**config.mk**
```make
export PLATFORM = sky130hd
export DESIGN_NAME = three_valued_gate_evaluator
export DESIGN_NICKNAME = d
export VERILOG_FILES = /design/src/sv/tvge_pkg.sv /design/src/sv/tvge_lane.sv /design/src/sv/tvge_merge.sv /design/src/sv/three_valued_gate_evaluator.sv
export SDC_FILE = /design/constraint.sdc
export NUM_CORES = 1
export LEC_CHECK = 0
export CAP_MARGIN = 20
export CELL_PAD_IN_SITES_DETAIL_PLACEMENT = 0
export CELL_PAD_IN_SITES_GLOBAL_PLACEMENT = 2
export CORE_MARGIN = 5
export CORE_UTILIZATION = 46
export CTS_BUF_LIST = sky130_fd_sc_hd__clkbuf_8
export CTS_CLUSTER_DIAMETER = 50
export DETAILED_ROUTE_END_ITERATION = 16
export DONT_BUFFER_PORTS = 1
export PLACE_DENSITY = 0.95
export RECOVER_POWER = 100
export SYNTH_ARGS = -nofsm -noshare
export SYNTH_HDL_FRONTEND = slang
export SYNTH_SLANG_ARGS = --single-unit
```
**constraint.sdc**
```tcl
create_clock -name clk -period 12.05 [get_ports clk]
set_input_delay 0.6025 -clock clk [delete_from_list [all_inputs] [get_ports clk]]
set_output_delay 0.6025 -clock clk [all_outputs]
set_load 0.01 [all_outputs]
```
**src/sv/tvge_pkg.sv**
```systemverilog
// shared types and constants for the three-valued gate evaluator
`default_nettype none

package tvge_pkg;

	localparam int unsigned DATA_W           = 64;
	localparam int unsigned PATTERN_BITS_DEF = 64;

	typedef enum logic [2:0] {
		GATE_BUF  = 3'd0,
		GATE_INV  = 3'd1,
		GATE_AND  = 3'd2,
		GATE_NAND = 3'd3,
		GATE_OR   = 3'd4,
		GATE_NOR  = 3'd5,
		GATE_XOR  = 3'd6,
		GATE_XNOR = 3'd7
	} gate_t;

	typedef struct packed {
		logic  load;
		logic  first;
		gate_t kind;
	} lane_ctrl_t;

	function automatic logic is_inverting(input gate_t kind);
		logic inv;
		case (kind)
			GATE_INV, GATE_NAND, GATE_NOR, GATE_XNOR: inv = 1'b1;
			default:                                  inv = 1'b0;
		endcase
		return inv;
	endfunction

endpackage

`default_nettype wire

```
**src/sv/tvge_lane.sv**
```systemverilog
// one pattern bit: dual-rail accumulator and fold logic
`default_nettype none

module tvge_lane (
	input  wire                 clk,
	input  wire                 arst_n,
	input  wire tvge_pkg::lane_ctrl_t ctrl,
	input  wire                 bx,
	input  wire                 bp,
	output logic                rx,
	output logic                rp
);

	logic acc_x_q;
	logic acc_p_q;
	logic nx;
	logic np;

	always_comb begin
		nx = acc_x_q;
		np = acc_p_q;
		if (ctrl.first) begin
			nx = bx;
			np = bp;
		end else begin
			case (ctrl.kind)
				tvge_pkg::GATE_AND, tvge_pkg::GATE_NAND: begin
					nx = acc_x_q & bx;
					np = acc_p_q | bp;
				end
				tvge_pkg::GATE_OR, tvge_pkg::GATE_NOR: begin
					nx = acc_x_q | bx;
					np = acc_p_q & bp;
				end
				tvge_pkg::GATE_XOR, tvge_pkg::GATE_XNOR: begin
					nx = (acc_x_q & bp) | (acc_p_q & bx);
					np = (acc_p_q | bx) & (acc_x_q | bp);
				end
				default: begin
					nx = acc_x_q;
					np = acc_p_q;
				end
			endcase
		end
	end

	always_ff @(posedge clk or negedge arst_n) begin
		if (!arst_n) begin
			acc_x_q <= 1'b0;
			acc_p_q <= 1'b0;
		end else if (ctrl.load) begin
			acc_x_q <= nx;
			acc_p_q <= np;
		end
	end

	assign rx = tvge_pkg::is_inverting(ctrl.kind) ? np : nx;
	assign rp = tvge_pkg::is_inverting(ctrl.kind) ? nx : np;

endmodule

`default_nettype wire

```
**src/sv/tvge_merge.sv**
```systemverilog
// output stage: gathers lane results into the registered result
`default_nettype none

module tvge_merge #(
	parameter int unsigned PATTERN_BITS = tvge_pkg::PATTERN_BITS_DEF
) (
	input  wire                              clk,
	input  wire                              arst_n,
	input  wire                              capture,
	input  wire  [PATTERN_BITS-1:0]          lane_x,
	input  wire  [PATTERN_BITS-1:0]          lane_p,
	output logic                             res_valid,
	input  wire                              res_ready,
	output logic [tvge_pkg::DATA_W-1:0]      result_x,
	output logic [tvge_pkg::DATA_W-1:0]      result_p
);

	logic                        valid_q;
	logic [tvge_pkg::DATA_W-1:0] pad_x;
	logic [tvge_pkg::DATA_W-1:0] pad_p;
	logic [tvge_pkg::DATA_W-1:0] res_x_q;
	logic [tvge_pkg::DATA_W-1:0] res_p_q;

	always_comb begin
		pad_x = '0;
		pad_p = '0;
		pad_x[PATTERN_BITS-1:0] = lane_x;
		pad_p[PATTERN_BITS-1:0] = lane_p;
	end

	always_ff @(posedge clk or negedge arst_n) begin
		if (!arst_n) begin
			valid_q <= 1'b0;
		end else if (res_ready || !valid_q) begin
			valid_q <= capture;
		end
	end

	always_ff @(posedge clk) begin
		if (capture) begin
			res_x_q <= pad_x;
			res_p_q <= pad_p;
		end
	end

	assign res_valid = valid_q;
	assign result_x  = res_x_q;
	assign result_p  = res_p_q;

endmodule

`default_nettype wire

```
**src/sv/three_valued_gate_evaluator.sv**
```systemverilog
// top level of the three-valued gate evaluator
`default_nettype none

// Evaluates one logic gate over PATTERN_BITS test patterns at once in dual-rail
// three-valued form (0 = x0/p1, 1 = x1/p0, X = x1/p1). Each request carries one
// gate input; the first input of a gate loads the accumulator, later ones fold
// in by the request's gate type, and the request marked last_operand produces
// one result (rails swapped for inverting types). Pattern bits at or above
// PATTERN_BITS read as zero. One request is taken every cycle unless a result
// is held by res_ready low: each pattern bit has its own lane whose fold is a
// single level of logic into its accumulator, and the result sits in an output
// register the cycle after the last request, while further requests flow on.
module three_valued_gate_evaluator #(
	parameter int unsigned PATTERN_BITS = tvge_pkg::PATTERN_BITS_DEF
) (
	input  wire                         clk,
	input  wire                         arst_n,
	input  wire                         req_valid,
	output logic                        req_ready,
	input  wire  [2:0]                  command,
	input  wire  [tvge_pkg::DATA_W-1:0] operand_x,
	input  wire  [tvge_pkg::DATA_W-1:0] operand_p,
	input  wire                         last_operand,
	output logic                        res_valid,
	input  wire                         res_ready,
	output logic [tvge_pkg::DATA_W-1:0] result_x,
	output logic [tvge_pkg::DATA_W-1:0] result_p
);

	logic                  first_q;
	logic                  accept;
	tvge_pkg::lane_ctrl_t  ctrl;
	logic [PATTERN_BITS-1:0] lane_x;
	logic [PATTERN_BITS-1:0] lane_p;

	assign req_ready  = !res_valid || res_ready;
	assign accept     = req_valid && req_ready;
	assign ctrl.load  = accept;
	assign ctrl.first = first_q;
	assign ctrl.kind  = tvge_pkg::gate_t'(command);

	always_ff @(posedge clk or negedge arst_n) begin
		if (!arst_n) begin
			first_q <= 1'b1;
		end else if (accept) begin
			first_q <= last_operand;
		end
	end

	for (genvar i = 0; i < PATTERN_BITS; i++) begin : g_lane
		tvge_lane u_lane (
			.clk    (clk),
			.arst_n (arst_n),
			.ctrl   (ctrl),
			.bx     (operand_x[i]),
			.bp     (operand_p[i]),
			.rx     (lane_x[i]),
			.rp     (lane_p[i])
		);
	end

	tvge_merge #(
		.PATTERN_BITS (PATTERN_BITS)
	) u_merge (
		.clk       (clk),
		.arst_n    (arst_n),
		.capture   (accept && last_operand),
		.lane_x    (lane_x),
		.lane_p    (lane_p),
		.res_valid (res_valid),
		.res_ready (res_ready),
		.result_x  (result_x),
		.result_p  (result_p)
	);

endmodule

`default_nettype wire

```
# After elaboration in Yosys (flattened, before gate mapping)
# Index checks and enable logic that the tools add are counted.
[totals]
regBits = 258
inputBits = 136
out_inout_bits = 130
[classes]
n_eq_ne = 7
mux = 385
n_bitwise = 640
reduce_logical = 8
[ops]
columns = ["op", "n"]
rows = [
  ["1-bit one-hot mux with 3 select lines", 128],
  ["1-bit bitwise AND", 320],
  ["1-bit bitwise OR", 320],
  ["1-bit two-way mux", 257],
  ["3-bit == test (second input constant)", 4],
  ["3-bit by 2-bit == test with 1-bit output (second input constant)", 2],
  ["2-bit OR reduction", 3],
  ["4-bit OR reduction", 1],
  ["3-bit by 1-bit == test with 1-bit output (second input constant)", 1],
  ["1-bit logical AND", 2],
  ["1-bit logical NOT", 1],
  ["1-bit logical OR", 1],
]

# Depth between registers and ports, before layout
[depth]
word_depth = 5
depth_mapped = 7
mapped_depth_nobuf = 4

# Modules after synthesis
# From an unflattened synthesis, not the netlist that was laid out.
[unflattened]
cells_unflattened = 1556
area_unflattened_um2 = 15732.6
[by_module_without_submodules]
columns = ["module", "instances", "cells_per_inst", "area_per_inst_um2", "seq_area_each_um2"]
rows = [
  ["tvge_lane (g_lane[20].u_lane ...)", 52, 22, 182.7, 50.0],
  ["tvge_merge", 1, 131, 3880.0, 3868.7],
  ["tvge_lane (g_lane[0].u_lane ...)", 12, 23, 190.2, 50.0],
  ["three_valued_gate_evaluator", 1, 5, 71.3, 26.3],
]

# Worst setup path before layout
# Ideal clock, no wire load.
[synth_timing]
path_type = "input to register"
startpoint = "input res_ready"
endpoint = "register u_merge.res_p_q (netlist bit u_merge.result_p[0]), enable pin"
setup_ps = 504
t_arrival_ps = 3761
required_ps = 11546
path_slack_ps = 7784
path_stages = 2
path_buffers = 0
path_cell_list = "nand2b_4 > and3_1"
[synth_between]
elab_chain_len = 3
[synth_lines]
columns = ["item", "line_no", "rtl"]
rows = [
  ["from (decl)", "three_valued_gate_evaluator.sv:25", "input wire res_ready,"],
  ["1-bit logical OR", "three_valued_gate_evaluator.sv:36", "assign req_ready = !res_valid || res_ready;"],
  ["1-bit logical AND", "three_valued_gate_evaluator.sv:37", "assign accept = req_valid && req_ready;"],
  ["1-bit logical AND", "three_valued_gate_evaluator.sv:67", ".capture (accept && last_operand),"],
  ["net u_merge.capture", "tvge_merge.sv:9", "input wire capture,"],
  ["to (signal assigned)", "tvge_merge.sv:42", "res_p_q <= pad_p;"],
  ["to (decl)", "tvge_merge.sv:22", "logic [tvge_pkg::DATA_W-1:0] res_p_q;"],
]
# The timed path passes the listed nets, and every way through them passes these cells.
# A chain may end at the register's enable or synchronous reset.

# Worst setup path in the final report
[layout_timing]
startpoint = "register u_merge.valid_q, in the netlist u_merge.res_valid"
endpoint = "register g_lane[48].u_lane.acc_p_q"
[layout_between]
elab_chain_len = 3
[layout_lines]
columns = ["item", "line_no", "rtl"]
rows = [
  ["from (decl)", "tvge_merge.sv:18", "logic valid_q;"],
  ["from (signal assigned)", "tvge_merge.sv:35", "valid_q <= capture;"],
  ["1-bit logical NOT", "three_valued_gate_evaluator.sv:36", ""],
  ["1-bit logical OR", "three_valued_gate_evaluator.sv:36", ""],
  ["net req_ready", "three_valued_gate_evaluator.sv:19", "output logic req_ready,"],
  ["1-bit logical AND", "three_valued_gate_evaluator.sv:37", ""],
  ["to (signal assigned)", "tvge_lane.sv:53", "acc_p_q <= np;"],
  ["to (decl)", "tvge_lane.sv:15", "logic acc_p_q;"],
]
# The timed path passes the listed nets, and every way through them passes these cells.

==> results.md <==
* Pwr dens at 164 nW/µm²
* CP Cell Sequence: nand2b_1, and2_0, clkbuf_1, mux2_2
* Post-synth ARST share at 50.4%
* Status: finished with violations
* Total die area at 37,200 µm²
* Vias in the first global route at 11,800
* RSZ-0062 raised after global routing: no
* Via/cell ratio at 6.19
* Global-route wire length before repair at 65,400 µm
* Max-slew violations at 536
* CTS tree: built
* DRC at 0
* Pwr Total at 2670 µW
* Syn_area_per_cell at 10.3 µm²
* Setup violators final at 0
* WP buf/inv at 1
* Dominant cells by area after synthesis: edfxtp_1 (25%), dfrtp_1 (21%), mux2_2 (11%)
* Top Family by Delay on Critical Path: simple AND/OR/NAND/NOR gates
* Clk slew on worst S/H paths at 0.06 ns
* Commonest register cell after synthesis: dfrtp_1
* CP Class: reg2reg
* Max clock buf depth at 3
* Initial Util at 46.3%
* Detailed Place HPWL at 23,300 µm
* Arrival time at the worst endpoint at 7.28 ns
* Total congestion overflow at 0
* Failing checks: max-capacitance violations, max-slew violations
* Yosys top cell area share at 25.0%
* Clock buffer count from CTS at 48
* H-tree depth at 2
* Post-synthesis cell count at 1,489
* Peak Freq at 146 MHz
* Final WL at 42,400 µm
* CP Data Required Time at 12.48 ns
* Worst hold slack at 0.0562 ns
* Worst Skew at 0.0252 ns
* IO Port Bufs at 0
* Worst slew pin tran at 3.74 ns
* Share of cells above drive strength 1 at 18.3%
* N_diodes at 0
* Post-CTS Setup Bufs at 0
* Hold WC Path Type: in2async
* Commonest non-fill, non-tap cell in the layout: mux2_2
* Final Critical Period at 6.85 ns
* Die X at 193 µm
* Post-DRT Antenna Nets at 0
* Peak VDD IR at 92.6 µV
* Die height at 193 µm
* Number of distinct library cells after synthesis at 44
* Initial antenna violation count at 0
* Sequential share of the synthesized area at 46.1%
* Critical-path top delay cell: and2_0
* Area leader, netlist: edfxtp_1
* Most frequent cells in the layout: mux2_2 (148), o21ai_0 (147), nand2_1 (142), dfrtp_1 (129), edfxtp_1 (128)
* Average wire per standard cell at 22.2 µm
* All-Layer GR Usage at 22.0%
* Clock Tree Root: clkbuf_8
* Worst setup SP type: flip-flop
* # IOs at 266
* Relative slew slack at -149%
* Synth Net Count at 1,625
* Worst skew pair latency at 0.58 ns
* Critical Path Fanout Max at 56
* Layout Area Growth over Synthesis at 6.07%
* Largest net degree at the start of global routing at 224
* Number of enable flip-flop cells after synthesis at 128
* DR vias at 11,800
* Initial DRC count at 706
* Nets at 1,559
* Clock sink count at 258
* Core ar. at 33,300 µm²
* Final count of hold timing violations at 0
* Critical Path End Type: flip-flop
* Final period util at 56.8%
* GP Congestion at 0.774
* Leak pwr at 0.00609 µW
* Post-synthesis cell area at 15,400 µm²
* Worst path max stage delay at 2.72 ns
* Setup TNS at 0 ns
* Placed Area at 15,400 µm²
* Finished layout cell area at 16,300 µm²
* Syn. warnings at 0
* Drt pass-1 iters at 5
* Max cap viols at 9
* Seq cells post-synth at 258
* FP Rows at 67
[where the power goes]
part	switching (µW)	internal, µW
clock	375	425
sequential	151	1120
combinational	301	302
[synthesized netlist by cell type (all sizes together), types with 2 or more instances]
library cell / n
and2: 2
clkbuf: 62
inv: 2
dfrtp: 129
a21oi: 109
nor2b: 75
buf: 64
nor2: 31
mux2: 149
o21bai: 25
and3b: 25
a21bo: 37
a211o: 2
o2bb2a: 24
nand2b: 29
o31ai: 37
o21ai: 190
edfxtp: 128
o221ai: 37
nand2: 144
mux2i: 52
a211oi: 38
a31oi: 2
a22oi: 2
nand3: 61
a32o: 24
[registers in the layout, summed over array words and instances, names as in the netlist]
signal                 cells
g_lane.u_lane.acc_p_q     64
first_q                    1
u_merge.result_p          64
u_merge.result_x          64
g_lane.u_lane.acc_x_q     64
u_merge.res_valid          1
[final cells by class]
type	instances	area (µm²)
fillers	3027	16900
multi-input cells	1103	7680
flip-flops and latches	258	7100
clock buffers	53	729
well taps	448	561
clock inverters	37	184
repair buffers	10	72.6
inverters	2	8.76
[worst register-to-register path, delay by kind of cell, from the launching register on]
| family | cells | cell delay, ns |
|---|---|---|
| simple gates | 2 | 3.00 |
| flops | 1 | 0.50 |
| mux | 1 | 0.53 |
| buf+inv | 1 | 2.66 |
[layer usage]
metal | global-route usage, % | vias up | wire length, µm
li1 | - | 5500 | -
met4 | 6.21 | 0 | 816
met1 | 27.9 | 5847 | 18100
met2 | 36.3 | 430 | 19700
met3 | 7.22 | 61 | 3880
met5 | 0 | - | 0
[path summary, 6_finish.rpt]
path | from | end | slack (ns) | cells after the start
min | arst_n | g_lane[9].u_lane.acc_x_q | 0.06 | 1
min reg2reg | g_lane[0].u_lane.acc_p_q | g_lane[0].u_lane.acc_p_q | 0.51 | 2
max in group asynchronous | arst_n | g_lane[48].u_lane.acc_x_q | 11.46 | 1
min in group clk | last_operand | u_merge.res_valid | 0.14 | 2
max reg2reg | u_merge.res_valid | g_lane[48].u_lane.acc_p_q | 5.20 | 4
max | u_merge.res_valid | g_lane[48].u_lane.acc_p_q | 5.20 | 4
[repair_timing]
item | 4_1_cts | 5_1_grt
hold buffers | 1 | 0
resized for setup | 0 | 0
endpoints found under the hold margin | 130 | 0
[cells by family (layout without fill, tap and decap cells)]
logic type / count (synthesis) / after routing / share of synthesized area, %
flops: 258 / 258 / 46.1
buf+inv: 128 / 102 / 4.00
compound gates: 529 / 529 / 23.3
mux: 201 / 201 / 14.3
simple gates: 373 / 373 / 12.3
[per-stage QoR]
stage / utilization [%] / instances / worst slack [ns]
global route: 49.1 / 1911 / 4.68
CTS: 49.2 / 1910 / 9.02
floorplan: - / 1489 / 7.78
detailed placement: 46.4 / 1819 / 9.04
finish: 49.1 / 1911 / 5.20
global placement: 46.4 / 1819 / 9.13
No activity file was read; power rests on OpenSTA's default activity.
